File: config.mk
export PLATFORM = sky130hd
export DESIGN_NAME = crc8_frame_deframer
export DESIGN_NICKNAME = d
export VERILOG_FILES = /design/src/hw/rtl/crc8df_pkg.sv /design/src/hw/rtl/crc8_frame_deframer.sv
export SDC_FILE = /design/constraint.sdc
export NUM_CORES = 1
export LEC_CHECK = 0
export BUFFER_PORTS_ARGS = -buffer_cell sky130_fd_sc_hd__clkbuf_2
export CORE_AREA = 2 2 115 95
export DETAILED_ROUTE_END_ITERATION = 12
export DIE_AREA = 0 0 117 97
export GPL_ROUTABILITY_DRIVEN = 0
export PLACE_DENSITY = 0.75
export SYNTH_ARGS = -nofsm -noshare
export SYNTH_HDL_FRONTEND = slang
export SYNTH_SLANG_ARGS = --single-unit
File: constraint.sdc
create_clock -name i_clk -period 5.57 [get_ports i_clk]
set_clock_uncertainty 0.15 [all_clocks]
set_input_delay 0 -clock i_clk [delete_from_list [all_inputs] [get_ports i_clk]]
set_output_delay 0 -clock i_clk [all_outputs]
set_load 0.05 [all_outputs]
File: src/hw/rtl/crc8df_pkg.sv
`timescale 1ns / 1ps
// ----------------------------------------------------------------------------
// crc8df_pkg
// Shared constants and the byte-wide CRC-8 update for the frame deframer.
// ----------------------------------------------------------------------------
package crc8df_pkg;

    localparam logic [7:0] HDR_FIRST   = 8'h55;
    localparam logic [7:0] HDR_SECOND  = 8'hAA;
    localparam logic [7:0] CRC_POLY    = 8'h8C;
    localparam logic [7:0] MIN_PAYLOAD = 8'd5;

    typedef logic [1:0] t_status;

    localparam t_status ST_OK      = 2'd0;
    localparam t_status ST_HDR_ERR = 2'd1;
    localparam t_status ST_CRC_ERR = 2'd2;
    localparam t_status ST_BAD_LEN = 2'd3;

    // Reflected CRC-8, one whole byte per call (eight shift steps).
    function automatic logic [7:0] crc8_update(input logic [7:0] crc, input logic [7:0] b);
        logic [7:0] c;
        c = crc ^ b;
        for (int k = 0; k < 8; k++) begin
            if (c[0]) begin
                c = (c >> 1) ^ CRC_POLY;
            end else begin
                c = c >> 1;
            end
        end
        return c;
    endfunction

endpackage

File: src/hw/rtl/crc8_frame_deframer.sv
`timescale 1ns / 1ps
// ----------------------------------------------------------------------------
// crc8_frame_deframer
// Parses length-prefixed serial frames with a reflected CRC-8 check.
// ----------------------------------------------------------------------------
// How to use this block:
// Received bytes arrive as items on the input channel (i_in_valid, i_rx_byte,
// o_in_stall). Frames look like 0x55 0xAA, length L, L payload bytes, a CRC
// byte and two trailer bytes. A reflected CRC-8 (polynomial 0x8C, start 0)
// covers the header, the length and the payload.
// The output channel (o_out_valid, o_status, o_speed_one, o_speed_two,
// o_control_flags, i_out_stall) carries at most one item per input byte: the
// frame result on the CRC byte, a bad-length report on the length byte, or a
// header error, which is reported once until a full header is seen again.
// Error results carry zero in the speed and flag fields.
// Timing: an accepted byte is held in an input register and is parsed from
// there while the result register is free; its result goes into the result
// register. The parser takes one byte per cycle unless a blocked result stalls
// it, limited by the byte-wide CRC update and the phase step between the
// input and result registers. When the receiver stalls with a result waiting,
// the byte in the input register is held and o_in_stall is high until the
// result is taken. Synchronous reset empties both registers and returns the
// parser to hunting for the first header byte.
// ----------------------------------------------------------------------------
module crc8_frame_deframer #(
    parameter int MAX_PAYLOAD = 128
) (
    input  logic                     i_clk,
    input  logic                     i_rst_n,
    input  logic                     i_in_valid,
    output logic                     o_in_stall,
    input  logic [7:0]               i_rx_byte,
    output logic                     o_out_valid,
    input  logic                     i_out_stall,
    output crc8df_pkg::t_status      o_status,
    output logic signed [15:0]       o_speed_one,
    output logic signed [15:0]       o_speed_two,
    output logic [7:0]               o_control_flags
);
    import crc8df_pkg::*;

    // Parser phase codes; the unused code behaves as hunting.
    localparam logic [2:0] PH_HUNT  = 3'd0;
    localparam logic [2:0] PH_HDR2  = 3'd1;
    localparam logic [2:0] PH_LEN   = 3'd2;
    localparam logic [2:0] PH_DATA  = 3'd3;
    localparam logic [2:0] PH_CRC   = 3'd4;
    localparam logic [2:0] PH_TAIL0 = 3'd5;
    localparam logic [2:0] PH_TAIL1 = 3'd6;

    localparam logic [7:0] MAX_LEN = 8'(MAX_PAYLOAD);

    // Input register.
    logic       r_in_valid;
    logic [7:0] r_in_byte;

    // Parser state.
    logic [2:0]  r_phase,   n_phase;
    logic [7:0]  r_idx,     n_idx;
    logic [7:0]  r_len,     n_len;
    logic [7:0]  r_crc,     n_crc;
    logic [15:0] r_spd1,    n_spd1;
    logic [15:0] r_spd2,    n_spd2;
    logic [7:0]  r_flags,   n_flags;
    logic        r_hdr_err_sent, n_hdr_err_sent;

    // Result register.
    logic        r_out_valid;
    t_status     r_status;
    logic [15:0] r_out_spd1;
    logic [15:0] r_out_spd2;
    logic [7:0]  r_out_flags;

    // Result of parsing the held byte.
    logic        n_res_valid;
    t_status     n_res_status;
    logic [15:0] n_res_spd1;
    logic [15:0] n_res_spd2;
    logic [7:0]  n_res_flags;

    logic       out_free;
    logic       advance;
    logic       in_accept;
    logic [7:0] idx_inc;
    logic [7:0] b;

    // The held byte is parsed when the result register can take whatever it yields.
    assign out_free   = !r_out_valid || !i_out_stall;
    assign advance    = r_in_valid && out_free;
    assign o_in_stall = r_in_valid && !out_free;
    assign in_accept  = i_in_valid && !o_in_stall;

    assign b       = r_in_byte;
    assign idx_inc = r_idx + 8'd1;

    always_comb begin
        n_phase        = r_phase;
        n_idx          = r_idx;
        n_len          = r_len;
        n_crc          = r_crc;
        n_spd1         = r_spd1;
        n_spd2         = r_spd2;
        n_flags        = r_flags;
        n_hdr_err_sent = r_hdr_err_sent;
        n_res_valid    = 1'b0;
        n_res_status   = ST_OK;
        n_res_spd1     = '0;
        n_res_spd2     = '0;
        n_res_flags    = '0;

        unique case (r_phase)
            PH_HDR2: begin
                if (b == HDR_SECOND) begin
                    n_crc          = crc8_update(r_crc, b);
                    n_hdr_err_sent = 1'b0;
                    n_phase        = PH_LEN;
                end else begin
                    if (!r_hdr_err_sent) begin
                        n_res_valid    = 1'b1;
                        n_res_status   = ST_HDR_ERR;
                        n_hdr_err_sent = 1'b1;
                    end
                    // A repeated first header byte restarts the header.
                    if (b == HDR_FIRST) begin
                        n_crc   = crc8_update(8'd0, b);
                        n_phase = PH_HDR2;
                    end else begin
                        n_phase = PH_HUNT;
                    end
                end
            end
            PH_LEN: begin
                if (b < MIN_PAYLOAD || b > MAX_LEN) begin
                    n_res_valid  = 1'b1;
                    n_res_status = ST_BAD_LEN;
                    n_phase      = PH_HUNT;
                end else begin
                    n_crc   = crc8_update(r_crc, b);
                    n_len   = b;
                    n_idx   = 8'd0;
                    n_spd1  = '0;
                    n_spd2  = '0;
                    n_flags = '0;
                    n_phase = PH_DATA;
                end
            end
            PH_DATA: begin
                n_crc = crc8_update(r_crc, b);
                unique case (r_idx)
                    8'd0:    n_spd1[7:0]  = b;
                    8'd1:    n_spd1[15:8] = b;
                    8'd2:    n_spd2[7:0]  = b;
                    8'd3:    n_spd2[15:8] = b;
                    8'd4:    n_flags      = b;
                    default: ;
                endcase
                n_idx = idx_inc;
                if (idx_inc >= r_len) begin
                    n_phase = PH_CRC;
                end
            end
            PH_CRC: begin
                n_res_valid = 1'b1;
                if (b == r_crc) begin
                    n_res_status = ST_OK;
                    n_res_spd1   = r_spd1;
                    n_res_spd2   = r_spd2;
                    n_res_flags  = r_flags;
                end else begin
                    n_res_status = ST_CRC_ERR;
                end
                n_phase = PH_TAIL0;
            end
            PH_TAIL0: n_phase = PH_TAIL1;
            PH_TAIL1: n_phase = PH_HUNT;
            default: begin
                if (b == HDR_FIRST) begin
                    n_crc   = crc8_update(8'd0, b);
                    n_phase = PH_HDR2;
                end else begin
                    if (!r_hdr_err_sent) begin
                        n_res_valid    = 1'b1;
                        n_res_status   = ST_HDR_ERR;
                        n_hdr_err_sent = 1'b1;
                    end
                    n_phase = PH_HUNT;
                end
            end
        endcase
    end

    // Input register and parser state.
    always_ff @(posedge i_clk) begin
        if (!i_rst_n) begin
            r_in_valid     <= 1'b0;
            r_phase        <= PH_HUNT;
            r_idx          <= '0;
            r_len          <= '0;
            r_crc          <= '0;
            r_spd1         <= '0;
            r_spd2         <= '0;
            r_flags        <= '0;
            r_hdr_err_sent <= 1'b0;
        end else begin
            if (in_accept) begin
                r_in_valid <= 1'b1;
            end else if (advance) begin
                r_in_valid <= 1'b0;
            end
            if (advance) begin
                r_phase        <= n_phase;
                r_idx          <= n_idx;
                r_len          <= n_len;
                r_crc          <= n_crc;
                r_spd1         <= n_spd1;
                r_spd2         <= n_spd2;
                r_flags        <= n_flags;
                r_hdr_err_sent <= n_hdr_err_sent;
            end
        end
    end

    always_ff @(posedge i_clk) begin
        if (in_accept) begin
            r_in_byte <= i_rx_byte;
        end
    end

    // Result register.
    always_ff @(posedge i_clk) begin
        if (!i_rst_n) begin
            r_out_valid <= 1'b0;
        end else if (out_free) begin
            r_out_valid <= advance && n_res_valid;
        end
    end

    always_ff @(posedge i_clk) begin
        if (advance && n_res_valid) begin
            r_status    <= n_res_status;
            r_out_spd1  <= n_res_spd1;
            r_out_spd2  <= n_res_spd2;
            r_out_flags <= n_res_flags;
        end
    end

    assign o_out_valid     = r_out_valid;
    assign o_status        = r_status;
    assign o_speed_one     = signed'(r_out_spd1);
    assign o_speed_two     = signed'(r_out_spd2);
    assign o_control_flags = r_out_flags;

    // Error results never carry frame data.
    a_err_fields_zero: assert property (@(posedge i_clk) disable iff (!i_rst_n)
        (o_out_valid && o_status != ST_OK) |->
            (o_speed_one == 16'sd0 && o_speed_two == 16'sd0 && o_control_flags == 8'd0))
        else $error("error result with nonzero payload fields");

    // Reporting a header error arms the suppression flag.
    a_hdr_err_flag: assert property (@(posedge i_clk) disable iff (!i_rst_n)
        (advance && n_res_valid && n_res_status == ST_HDR_ERR) |=> r_hdr_err_sent)
        else $error("header error reported without setting the flag");

    // The payload phase only runs with a legal length.
    a_len_legal: assert property (@(posedge i_clk) disable iff (!i_rst_n)
        (r_phase == PH_DATA) |-> (r_len >= MIN_PAYLOAD && r_len <= MAX_LEN))
        else $error("payload phase with illegal length");

    // Back-pressure only while a byte is held and the result slot is blocked.
    a_stall_cause: assert property (@(posedge i_clk) disable iff (!i_rst_n)
        o_in_stall |-> (r_in_valid && r_out_valid && i_out_stall))
        else $error("input stalled without a blocked result");

endmodule

==> results of run 1 <==
layout make-up:
cell class,count,area (µm²)
clock buffers,20,478.0
clock inverters,12,135.1
fillers,757,3522
inverters,13,48.80
multi-input cells,347,2446
flip-flops and latches,120,2903
well taps,140,175.2
repair buffers,69,407.9
registers in the layout, indices dropped and copies added (netlist names), 16 cells and up:
signal,cells
o_speed_two,16
o_speed_one,16
r_spd1,16
r_spd2,16
logic make-up after synthesis:
family          count (synthesis)
buf+inv                        46
mux                            48
xor+xnor                       37
flops                         120
simple gates                  183
fa+ha+maj                      12
compound gates                 67
worst max-delay path, cell delays in order (launching register included):
cell	delay, ps
dfxtp_1	460
nand2b_1	370
nor2_1	260
a21boi_2	600
a21oi_1	230
a21oi_4	190
buf_4	450
stage by stage:
step	total power [mW]	worst slack (ps)	hold slack [ps]
floorplan	1.128	1369	-51.13
global placement	1.162	2627	26.63
detailed placement	1.166	2519	29.50
CTS	2.278	2517	70.72
global route	2.332	2176	107.5
finish	2.270	2459	83.73
layer usage:
layer | global-route usage | up-vias
met2 | 0.3353 | 149
met5 | 0 | -
li1 | - | 1912
met4 | 0.09050 | 0
met3 | 0.05388 | 24
met1 | 0.3204 | 1902
Yosys cell counts, types with 2 or more instances:
cell type  instances
nand2_1           72
dfxtp_1           70
edfxtp_1          50
mux2i_1           48
and2_1            42
xnor2_1           25
nor2_1            23
clkbuf_1          20
a21oi_1           18
inv_1             13
ha_1              12
o21ai_0           12
nand3_1            8
nand4_1            8
xor2_1             8
buf_2              7
a211o_1            6
buf_6              6
nor3_1             6
o211ai_1           4
o22ai_1            4
xnor3_1            4
nand2b_1           3
nand3b_1           3
o21a_1             3
a211oi_1           2
a311oi_1           2
and3_1             2
nand4b_1           2
nor2b_1            2
o311a_1            2
o311ai_1           2
or4_1              2
what timing repair did:
action,4_1_cts,5_1_grt
setup buffers,0,0
endpoints found under the hold margin,18,0
hold buffers,11,0
endpoints found under the setup margin,0,0
report_power, final:
group,switching [mW],internal [mW],leakage (nW)
combinational,0.131,0.0605,1.41
sequential,0.0227,0.942,1.03
clock,0.400,0.714,0.303
worst paths after layout:
path / startpoint / end / slack [ps] / cells past startpoint
hold / removal: i_rst_n / r_phase[1] / 80 / 3
setup / recovery: r_phase[2] / o_speed_one[5] / 2460 / 6
setup reg to reg: r_phase[2] / o_speed_one[5] / 2460 / 6
hold reg to reg: r_flags[1] / r_flags[1] / 300 / 2
cells in the final DEF, fill, tap and decap left out, types with 3 or more instances in the layout:
cell	instances
nand2_1	72
dfxtp_1	70
clkbuf_2	55
edfxtp_1	50
mux2i_1	48
and2_1	42
xnor2_1	25
nor2_1	23
clkbuf_16	18
a21oi_1	17
inv_1	13
o21ai_0	12
ha_1	12
dlygate4sd3_1	11
nand4_1	8
nand3_1	8
xor2_1	8
a211o_1	6
nor3_1	5
inv_6	5
o22ai_1	4
o211ai_1	4
xnor3_1	4
nand3b_1	3
nand2b_1	3
o21a_1	3
clkinv_2	3
buf_4	3
==> summary.md, run 1 <==
| Metric | Value |
|---|---|
| Clock slew at reported path FFs | 50 ps |
| Post-Layout Inst Area | 6594 µm² |
| Worst Tran Pin Value | 790.3 ps |
| Main combinational cell family by area after synthesis | simple AND/OR/NAND/NOR gates |
| Final wirelength | 12190 µm |
| Drt drc | 0 |
| Netlist Area Pre-Place | 5559 µm² |
| Yosys reg bits | 120 |
| Maximum root-to-sink buffer count | 2 |
| I/O pins | 56 |
| WL/cell | 16.91 µm |
| PostCTS Resize Cnt | 0 |
| Asr flop ratio synth | 0 |
| Total gr overflow | 0 |
| Static Leak | 2.737 nW |
| Cells after DPL | 678 |
| Seq/Total Area, Yosys | 0.5222 |
| Max IR drop VDD | 315.7 µV |
| Placed Instance Area | 5871 µm² |
| Outcome | finished clean |
| Worst setup SP type | flip-flop |
| Post-synth top area share | 0.2701 |
| Period utilisation layout | 0.5585 |
| Via-per-instance ratio | 5.530 |
| Die Wd | 117 µm |
| Yosys cell types | 55 |
| Worst EP arrival | 3000 ps |
| Met1 wire length | 5505 µm |
| CP Max Fanout | 42 |
| Fmax achieved | 321.5 MHz |
| PortBufs | 55 |
| Post-Syn Nets | 537 |
| Dpl hpwl | 8149 µm |
| Top Layer Used | met4 |
| Nets | 592 |
| Synth area leaders | edfxtp_1 (27%), dfxtp_1 (25%), mux2i_1 (8.6%), nand2_1 (4.9%), and2_1 (4.7%) |
| Largest net degree at the start of global routing | 58 |
| Mapped Cells | 513 |
| Post-synthesis mux area share | 0.08643 |
| Die span in y | 97 µm |
| Vias in the first global route | 3828 |
| Max_slew headroom | 0.4724 |
| Antenna-violating nets left | 0 |
| RSZ-0062 raised after global routing | false |
| Layout Utilization | 0.6518 |
| Core region area | 10120 µm² |
| Most used DFF post-synth | dfxtp_1 |
| Min-delay worst type | input pin to flip-flop |
| H-tree Lvls | 4 |
| Post-synth EDFFs | 50 |
| Final non-filler cell total | 721 |
| Tot GR Track Use | 0.2268 |
| Die Area | 11350 µm² |
| WS Path Type | flip-flop to flip-flop |
| Tmin final | 3111 ps |
| Vias | 3987 |
| Clock buffers created by TritonCTS | 17 |
| Syn_area_per_cell | 10.84 µm² |
| Crit path capture type | flip-flop |
| Drt pass-1 iters | 6 |
| Hold Vio Cnt, Final | 0 |
| Met3 WL | 761 µm |
| Compound-Gate Fraction of Synth Area | 0.08710 |
| # diodes | 0 |
| XOR/XNOR Fraction of Synth Area | 0.06820 |
| Layout area overhead | 18.61% |
| Iter 0 DRT Violations | 311 |
| Worst EP required | 5460 ps |
| Proportion of layout cells with a drive suffix above 1 | 0.1807 |
| YS warnings | 0 |
| First-pass GRT wire length | 19780 µm |
| Synth area leader | edfxtp_1 |
| P per Cell Area | 344.3 nW/µm² |
| Clock latency on the worst-skew pair | 410 ps |
| Max-slew violation count | 0 |
| Site Rows | 33 |
| Initial core utilization | 0.5495 |
| WL met2 | 5636 µm |
| Final setup viols | 0 |
| CTS tree | yes |
| Post-Synth Simple-Gate Area | 0.1684 |
| Max Cap Violations | 0 |
| Root Buffer | clkbuf_16 |
| Final setup TNS | 0 ps |
| Initial antenna violation count | 0 |
| Clk sink count | 120 |
| Synth Area in Adders | 0.02701 |
Power figures use the tool's default switching activity.
==> run 2: changes to the inputs <==
- ABC_AREA: default -> 1
- CORE_AREA: 2 2 115 95 -> 2 2 121 99
- DIE_AREA: 0 0 117 97 -> 0 0 123 101
- clock period: 5.57 -> 2.85 ns (I/O delays scaled with it)
==> run 2 against run 1 <==
Clock power is 89% higher. Critical path depth is 7 higher. Core utilization is 3.3 points lower. Sequential share of layout area is 2.5 points lower. Design area is 6.1% higher. Largest power group unchanged. Wire length is 5.5% higher. Highest routed layer unchanged. Global-route usage is 0.39 points lower. Die area is 9.5% higher.
==> summary.md, run 2 <==
| Metric | Value |
|---|---|
| Iter 0 DRT Violations | 421 (was 311) |
| Cell internal pwr | 3.285 mW (was 1.717 mW) |
| Seq/Total Area, Yosys | 0.4887 (was 0.5222) |
| CTS tree | yes (unchanged) |
| Post-synthesis mux area share | 0 (was 0.08643) |
| Logic pwr share | 0.109 (was 0.084) |
| Core region area | 11300 µm² (was 10120 µm²) |
| Final hold slack | 144.0 ps (was 83.73 ps) |
| Layout area overhead | 17.76% (was 18.61%) |
| Clk sink count | 120 (unchanged) |
| Reg2Reg Depth | 13 (was 6) |
| PostCTS Resize Cnt | 0 (unchanged) |
| Static Leak | 2.663 nW (was 2.737 nW) |
| Clock network fraction of design power | 0.470 (was 0.491) |
| Nets | 794 (was 592) |
| Vias in the first global route | 4606 (was 3828) |
| Layout fillers | 954 (was 757) |
| Final setup TNS | 0 ps (unchanged) |
| Yosys cell types | 38 (was 55) |
| Sequential Power Share | 0.422 (was 0.425) |
| Clock latency on the worst-skew pair | 410 ps (about the same) |
| Max IR drop VDD | 433.8 µV (was 315.7 µV) |
| Worst Tran Pin Value | 635.8 ps (was 790.3 ps) |
| First-pass GRT wire length | 21420 µm (was 19780 µm) |
| Worst setup SP type | flip-flop (unchanged) |
| Proportion of layout cells with a drive suffix above 1 | 0.2388 (was 0.1807) |
| P per Cell Area | 638.6 nW/µm² (was 344.3 nW/µm²) |
| Die span in y | 101 µm (was 97 µm) |
| Max Cap Violations | 0 (unchanged) |
| Reg2reg start | r_idx[0] (was r_phase[2]) |
| CP Max Fanout | 7 (was 42) |
| Main combinational cell family by area after synthesis | simple AND/OR/NAND/NOR gates (unchanged) |
| Syn_area_per_cell | 8.509 µm² (was 10.84 µm²) |
| Total gr overflow | 0 (unchanged) |
| RSZ-0062 raised after global routing | false (unchanged) |
| Mapped Cells | 698 (was 513) |
| CP endpoint | r_phase[0] (was o_speed_one[5]) |
| Clock slew at reported path FFs | 60 ps (was 50 ps) |
| Most frequent cells in the layout | nand2_1 (148), inv_1 (89), dfxtp_1 (70), a21oi_1 (69), nand3_1 (61) (was nand2_1 (72), dfxtp_1 (70), clkbuf_2 (55), edfxtp_1 (50), mux2i_1 (48)) |
| Yosys reg bits | 120 (unchanged) |
| Commonest non-fill, non-tap cell in the layout | nand2_1 (unchanged) |
| XOR/XNOR Fraction of Synth Area | 0.02802 (was 0.06820) |
| Post-CTS Hold Fix Bufs | 12 (was 11) |
| Switching Fraction | 0.2646 (was 0.2438) |
| YS warnings | 0 (unchanged) |
| Min-delay worst type | input pin to flip-flop (unchanged) |
| Via-per-instance ratio | 5.178 (was 5.530) |
| WL/cell | 13.81 µm (was 16.91 µm) |
| Largest net degree at the start of global routing | 46 (was 58) |
| Switching Power | 1.182 mW (was 553.4 µW) |
| Post-synth top area share | 0.2528 (was 0.2701) |
| Die Wd | 123 µm (was 117 µm) |
| WS Path Type | flip-flop to flip-flop (unchanged) |
| Final setup viols | 0 (unchanged) |
| Clock buffers created by TritonCTS | 17 (unchanged) |
| Drt drc | 0 (unchanged) |
| Synth Area in Adders | 0.02528 (was 0.02701) |
| Compound-Gate Fraction of Synth Area | 0.09227 (was 0.08710) |
| R2R Path End | r_phase[0] (was o_speed_one[5]) |
| Post-Syn Nets | 722 (was 537) |
| # diodes | 0 (unchanged) |
| PortBufs | 55 (unchanged) |
| Initial core utilization | 0.5257 (was 0.5495) |
| Period utilisation layout | 0.9273 (was 0.5585) |
| Asr flop ratio synth | 0 (unchanged) |
| Count leader, synth | nand2_1 (unchanged) |
| Drt pass-1 iters | 6 (unchanged) |
| Initial antenna violation count | 0 (unchanged) |
| I/O pins | 56 (unchanged) |
| Tmin final | 2643 ps (was 3111 ps) |
| Tot GR Track Use | 0.2228 (was 0.2268) |
| Synth area leaders | edfxtp_1 (25%), dfxtp_1 (24%), nand2_1 (9.4%), a21oi_1 (5.8%), nor2_2 (5.8%) (was edfxtp_1 (27%), dfxtp_1 (25%), mux2i_1 (8.6%), nand2_1 (4.9%), and2_1 (4.7%)) |
| Crit path capture type | flip-flop (unchanged) |
| Netlist Area Pre-Place | 5939 µm² (was 5559 µm²) |
| Site Rows | 35 (was 33) |
| Vias | 4821 (was 3987) |
| Post-Synth Simple-Gate Area | 0.2703 (was 0.1684) |
| H-tree Lvls | 4 (unchanged) |
| Max-slew violation count | 0 (unchanged) |
| Max_slew headroom | 0.5735 (was 0.4724) |
| Final wirelength | 12860 µm (was 12190 µm) |
| Post-synth EDFFs | 50 (unchanged) |
| Fmax achieved | 378.4 MHz (was 321.5 MHz) |
| Worst EP arrival | 2790 ps (was 3000 ps) |
| Worst EP required | 3000 ps (was 5460 ps) |
| Outcome | finished clean (unchanged) |
| Most used DFF post-synth | dfxtp_1 (unchanged) |
| Synth area leader | edfxtp_1 (unchanged) |
| Antenna-violating nets left | 0 (unchanged) |
| Die Area | 12420 µm² (was 11350 µm²) |
| Commonest cells in the netlist | nand2_1 (148), inv_1 (89), dfxtp_1 (70) (was nand2_1 (72), dfxtp_1 (70), edfxtp_1 (50)) |
| Hold Vio Cnt, Final | 0 (unchanged) |
| Dpl hpwl | 8807 µm (was 8149 µm) |
| Number of setup buffers added after CTS | 0 (unchanged) |
| Maximum root-to-sink buffer count | 2 (unchanged) |
| R2r setup slk | 210 ps (was 2460 ps) |
| CP startpoint | r_idx[0] (was r_phase[2]) |
| Root Buffer | clkbuf_16 (unchanged) |
[run 2: power by group through the flow]
stage	Clock (mW)	Sequential, mW	Combinational [mW]
floorplan	0	2.05	0.245
global placement	0	1.92	0.459
detailed placement	0	1.92	0.467
CTS	2.12	1.88	0.483
global route	2.20	1.89	0.525
finish	2.10	1.88	0.485
[run 2: area by class of cell]
| type | instances | area, µm² | area share |
|---|---|---|---|
| clock buffer | 18 | 439.2 | 0.06279 |
| clock inverter | 14 | 150.1 | 0.02147 |
| inverter | 99 | 379.1 | 0.05420 |
| multi-input combinational | 457 | 2470 | 0.3531 |
| sequential | 120 | 2903 | 0.4150 |
| tap | 148 | 185.2 | 0.02648 |
| timing repair buffer | 75 | 467.9 | 0.06691 |
[run 2: metal layers]
layer | vias up | global-route usage | wire length (µm)
met4 | 0 | 0.1040 | 286
met2 | 150 | 0.3629 | 6240
met1 | 2248 | 0.2830 | 5484
met5 | - | 0 | 0
met3 | 28 | 0.04864 | 843
li1 | 2395 | - | -
[run 2: kinds of logic (layout without fill, tap and decap cells)]
kind of cell             Yosys count  in the layout
AND/OR/NAND/NOR                  330            330
AO/OA/AOI/OAI                     96             96
adder cells (fa/ha/maj)           12             12
flip-flops                       120            120
buffers and inverters            121            206
XOR/XNOR                          19             19
[run 2: how the worst min path moves through the flow]
stage	start	endpoint	slack (ps)	cells after the start
floorplan	i_rx_byte[0]	b[0]	-50	0
global placement	i_rx_byte[2]	b[2]	30	1
detailed placement	i_rx_byte[2]	b[2]	30	1
CTS	i_rx_byte[5]	b[5]	140	2
global route	i_rx_byte[5]	b[5]	150	2
finish	i_rx_byte[5]	b[5]	140	2
[run 2: worst max-delay path: stages (launching register included)]
cell	delay, ps
dfxtp_1	450
ha_1	260
nand3_1	150
nor3_1	220
xor2_1	230
ha_1	260
nand2_1	80
nor2_1	60
nand4_1	60
nand4_1	90
nand2_1	140
inv_1	80
o21ai_0	220
nor2_1	70
[run 2: through the flow]
stage	setup slack (ps)	cell area [µm²]	util	cells	total power [mW]
3_3_place_gp	453.8	6285	0.5563	887	2.376
5_1_grt	56.99	6994	0.6190	931	4.616
2_1_floorplan	267.5	5939	-	698	2.294
3_5_place_dp	330.0	6285	0.5563	887	2.387
4_1_cts	247.8	6994	0.6190	931	4.482
6_report	207.2	6994	0.6190	931	4.466
==> run 3: changes to the inputs <==
- ABC_AREA: 1 -> default
- CORE_AREA: 2 2 121 99 -> 2 2 115 95
- DIE_AREA: 0 0 123 101 -> 0 0 117 97
- clock period: 2.85 -> 3.3 ns (I/O delays scaled with it)
==> run 3 against run 2 <==
Count of clock-buffer cells in the layout did not move. Setup slack got worse by 11 ps. Core utilization rose by 4.1 points. Sequential share of layout area rose by 2.0 points. Cell count fell by 22%. Design area fell by 4.5%. Power fell by 13%. Die area fell by 8.6%. Hold slack improved by 8.7 ps. Via count fell by 17%. Global-route usage rose by 0.41 points. Largest cell class unchanged.
==> summary.md, run 3 (same netlist as run 1, synthesis figures left out) <==
| Metric | Value |
|---|---|
| Layout Utilization | 0.6601 (was 0.6190) |
| Worst EP arrival | 3300 ps (was 2790 ps) |
| Clk sink count | 120 (unchanged) |
| R2r setup slk | 200 ps (was 210 ps) |
| Vias in the first global route | 3919 (was 4606) |
| Post-Layout Inst Area | 6678 µm² (was 6994 µm²) |
| # diodes | 0 (unchanged) |
| Final setup margin | 196.2 ps (was 207.2 ps) |
| Clock latency on the worst-skew pair | 410 ps (about the same) |
| Worst slack at placement | 526.5 ps (was 330.0 ps) |
| Initial core utilization | 0.5495 (was 0.5257) |
| R2R Path End | o_out_valid (was r_phase[0]) |
| Die Wd | 117 µm (was 123 µm) |
| Tot GR Track Use | 0.2270 (was 0.2228) |
| RSZ-0062 raised after global routing | false (unchanged) |
| Core region area | 10120 µm² (was 11300 µm²) |
| Die Area | 11350 µm² (was 12420 µm²) |
| Hold Vio Cnt, Final | 0 (unchanged) |
| First-pass GRT wire length | 19530 µm (was 21420 µm) |
| Final wirelength | 12100 µm (was 12860 µm) |
| PortBufs | 55 (unchanged) |
| CP endpoint | o_out_valid (was r_phase[0]) |
| Final setup TNS | 0 ps (unchanged) |
| Nets | 599 (was 794) |
| WL/cell | 16.62 µm (was 13.81 µm) |
| Crit path capture type | flip-flop (unchanged) |
| CP startpoint | r_phase[1] (was r_idx[0]) |
| I/O pins | 56 (unchanged) |
| Drt pass-1 iters | 5 (was 6) |
| CP Max Fanout | 15 (was 7) |
| Initial antenna violation count | 0 (unchanged) |
| Worst EP required | 3500 ps (was 3000 ps) |
| Period utilisation layout | 0.9405 (was 0.9273) |
| Max-slew violation count | 0 (unchanged) |
| Outcome | finished clean (unchanged) |
| Clock slew at reported path FFs | 60 ps (about the same) |
| P per Cell Area | 582.4 nW/µm² (was 638.6 nW/µm²) |
| Total gr overflow | 0 (unchanged) |
| Reg2reg start | r_phase[1] (was r_idx[0]) |
| Layout fillers | 735 (was 954) |
| Die span in y | 97 µm (was 101 µm) |
| Max_slew headroom | 0.4436 (was 0.5735) |
| Placed Instance Area | 5913 µm² (was 6285 µm²) |
| Largest net degree at the start of global routing | 57 (was 46) |
| Root Buffer | clkbuf_16 (unchanged) |
| Most frequent cells in the layout | nand2_1 (72), dfxtp_1 (70), clkbuf_2 (55), edfxtp_1 (50), mux2i_1 (48) (was nand2_1 (148), inv_1 (89), dfxtp_1 (70), a21oi_1 (69), nand3_1 (61)) |
| Tmin final | 3104 ps (was 2643 ps) |
| Maximum root-to-sink buffer count | 2 (unchanged) |
| Commonest non-fill, non-tap cell in the layout | nand2_1 (unchanged) |
| Fmax achieved | 322.2 MHz (was 378.4 MHz) |
| Max IR drop VDD | 378.7 µV (was 433.8 µV) |
| Static Leak | 2.771 nW (was 2.663 nW) |
| Via-per-instance ratio | 5.503 (was 5.178) |
| Worst Tran Pin Value | 833.4 ps (was 635.8 ps) |
| Number of setup buffers added after CTS | 0 (unchanged) |
| Vias | 4006 (was 4821) |
| Final hold slack | 152.7 ps (was 144.0 ps) |
| Layout area overhead | 20.12% (was 17.76%) |
| Worst setup SP type | flip-flop (unchanged) |
| Min-delay worst type | input pin to flip-flop (unchanged) |
| Max Cap Violations | 0 (unchanged) |
| Clock buffers created by TritonCTS | 17 (unchanged) |
| Dpl hpwl | 8053 µm (was 8807 µm) |
| H-tree Lvls | 4 (unchanged) |
| CTS tree | yes (unchanged) |
| Drt drc | 0 (unchanged) |
| Proportion of layout cells with a drive suffix above 1 | 0.1854 (was 0.2388) |
| Site Rows | 33 (was 35) |
| Reg2Reg Depth | 6 (was 13) |
| Iter 0 DRT Violations | 302 (was 421) |
| Final setup viols | 0 (unchanged) |
| Antenna-violating nets left | 0 (unchanged) |
| WS Path Type | flip-flop to flip-flop (unchanged) |
[run 3: changes by cell type in the layout (fill, tap and decap cells not counted), sizes merged, moves of 19 or more]
cell and delta:
and2 +41, mux2i +48, xnor2 +19, nand2 -89, nor2 -62, nand3 -55
a21oi -55, inv -80
[run 3: how the worst min path moves through the flow]
stage / start / to / cells after the start
2_1_floorplan: i_rx_byte[0] / b[0] / 0
3_3_place_gp: i_rx_byte[1] / b[1] / 1
3_5_place_dp: i_rx_byte[4] / b[4] / 1
4_1_cts: i_rx_byte[7] / b[7] / 2
5_1_grt: i_rx_byte[0] / b[0] / 2
6_report: i_rx_byte[1] / b[1] / 2
[run 3: routing by layer]
metal,wire length [µm],vias to the layer above,track usage
li1,-,1924,-
met1,5339,1901,0.2958
met2,5722,159,0.3530
met3,769,22,0.06516
met4,266,0,0.09412
met5,0,-,0
[run 3: per-stage QoR]
stage                     std cells  total power [mW]
after floorplan                 513             1.903
after global placement          682             1.965
after detailed placement        682             1.970
after CTS                       728             3.907
after global routing            728             3.996
final                           728             3.889
[run 3: cell type report]
type,instances,area (µm²),area share
sequential,120,2903,0.4347
multi-input combinational,347,2446,0.3663
timing repair buffer,76,480.5,0.07195
clock buffer,18,439.2,0.06577
clock inverter,14,185.2,0.02773
tap,140,175.2,0.02623
inverter,13,48.80,0.007307
[run 3: power breakdown]
part	internal [mW]	leakage [nW]	switching, mW
sequential	1.59	1.03	0.0355
combinational	0.109	1.45	0.223
clock	1.23	0.296	0.707
[run 3: repair_timing]
action | CTS | global route
gates resized for setup | 0 | 0
hold buffers | 14 | 0
setup endpoints to repair | 0 | 0
endpoints found under the hold margin | 37 | 0
[run 3: critical path, cell delays in order, from the launching register on]
cell,delay [ps]
dfxtp_1,530
nand2b_1,300
nor2_1,280
a21boi_2,650
a21oi_1,220
a311oi_1,310
dlygate4sd3_1,590
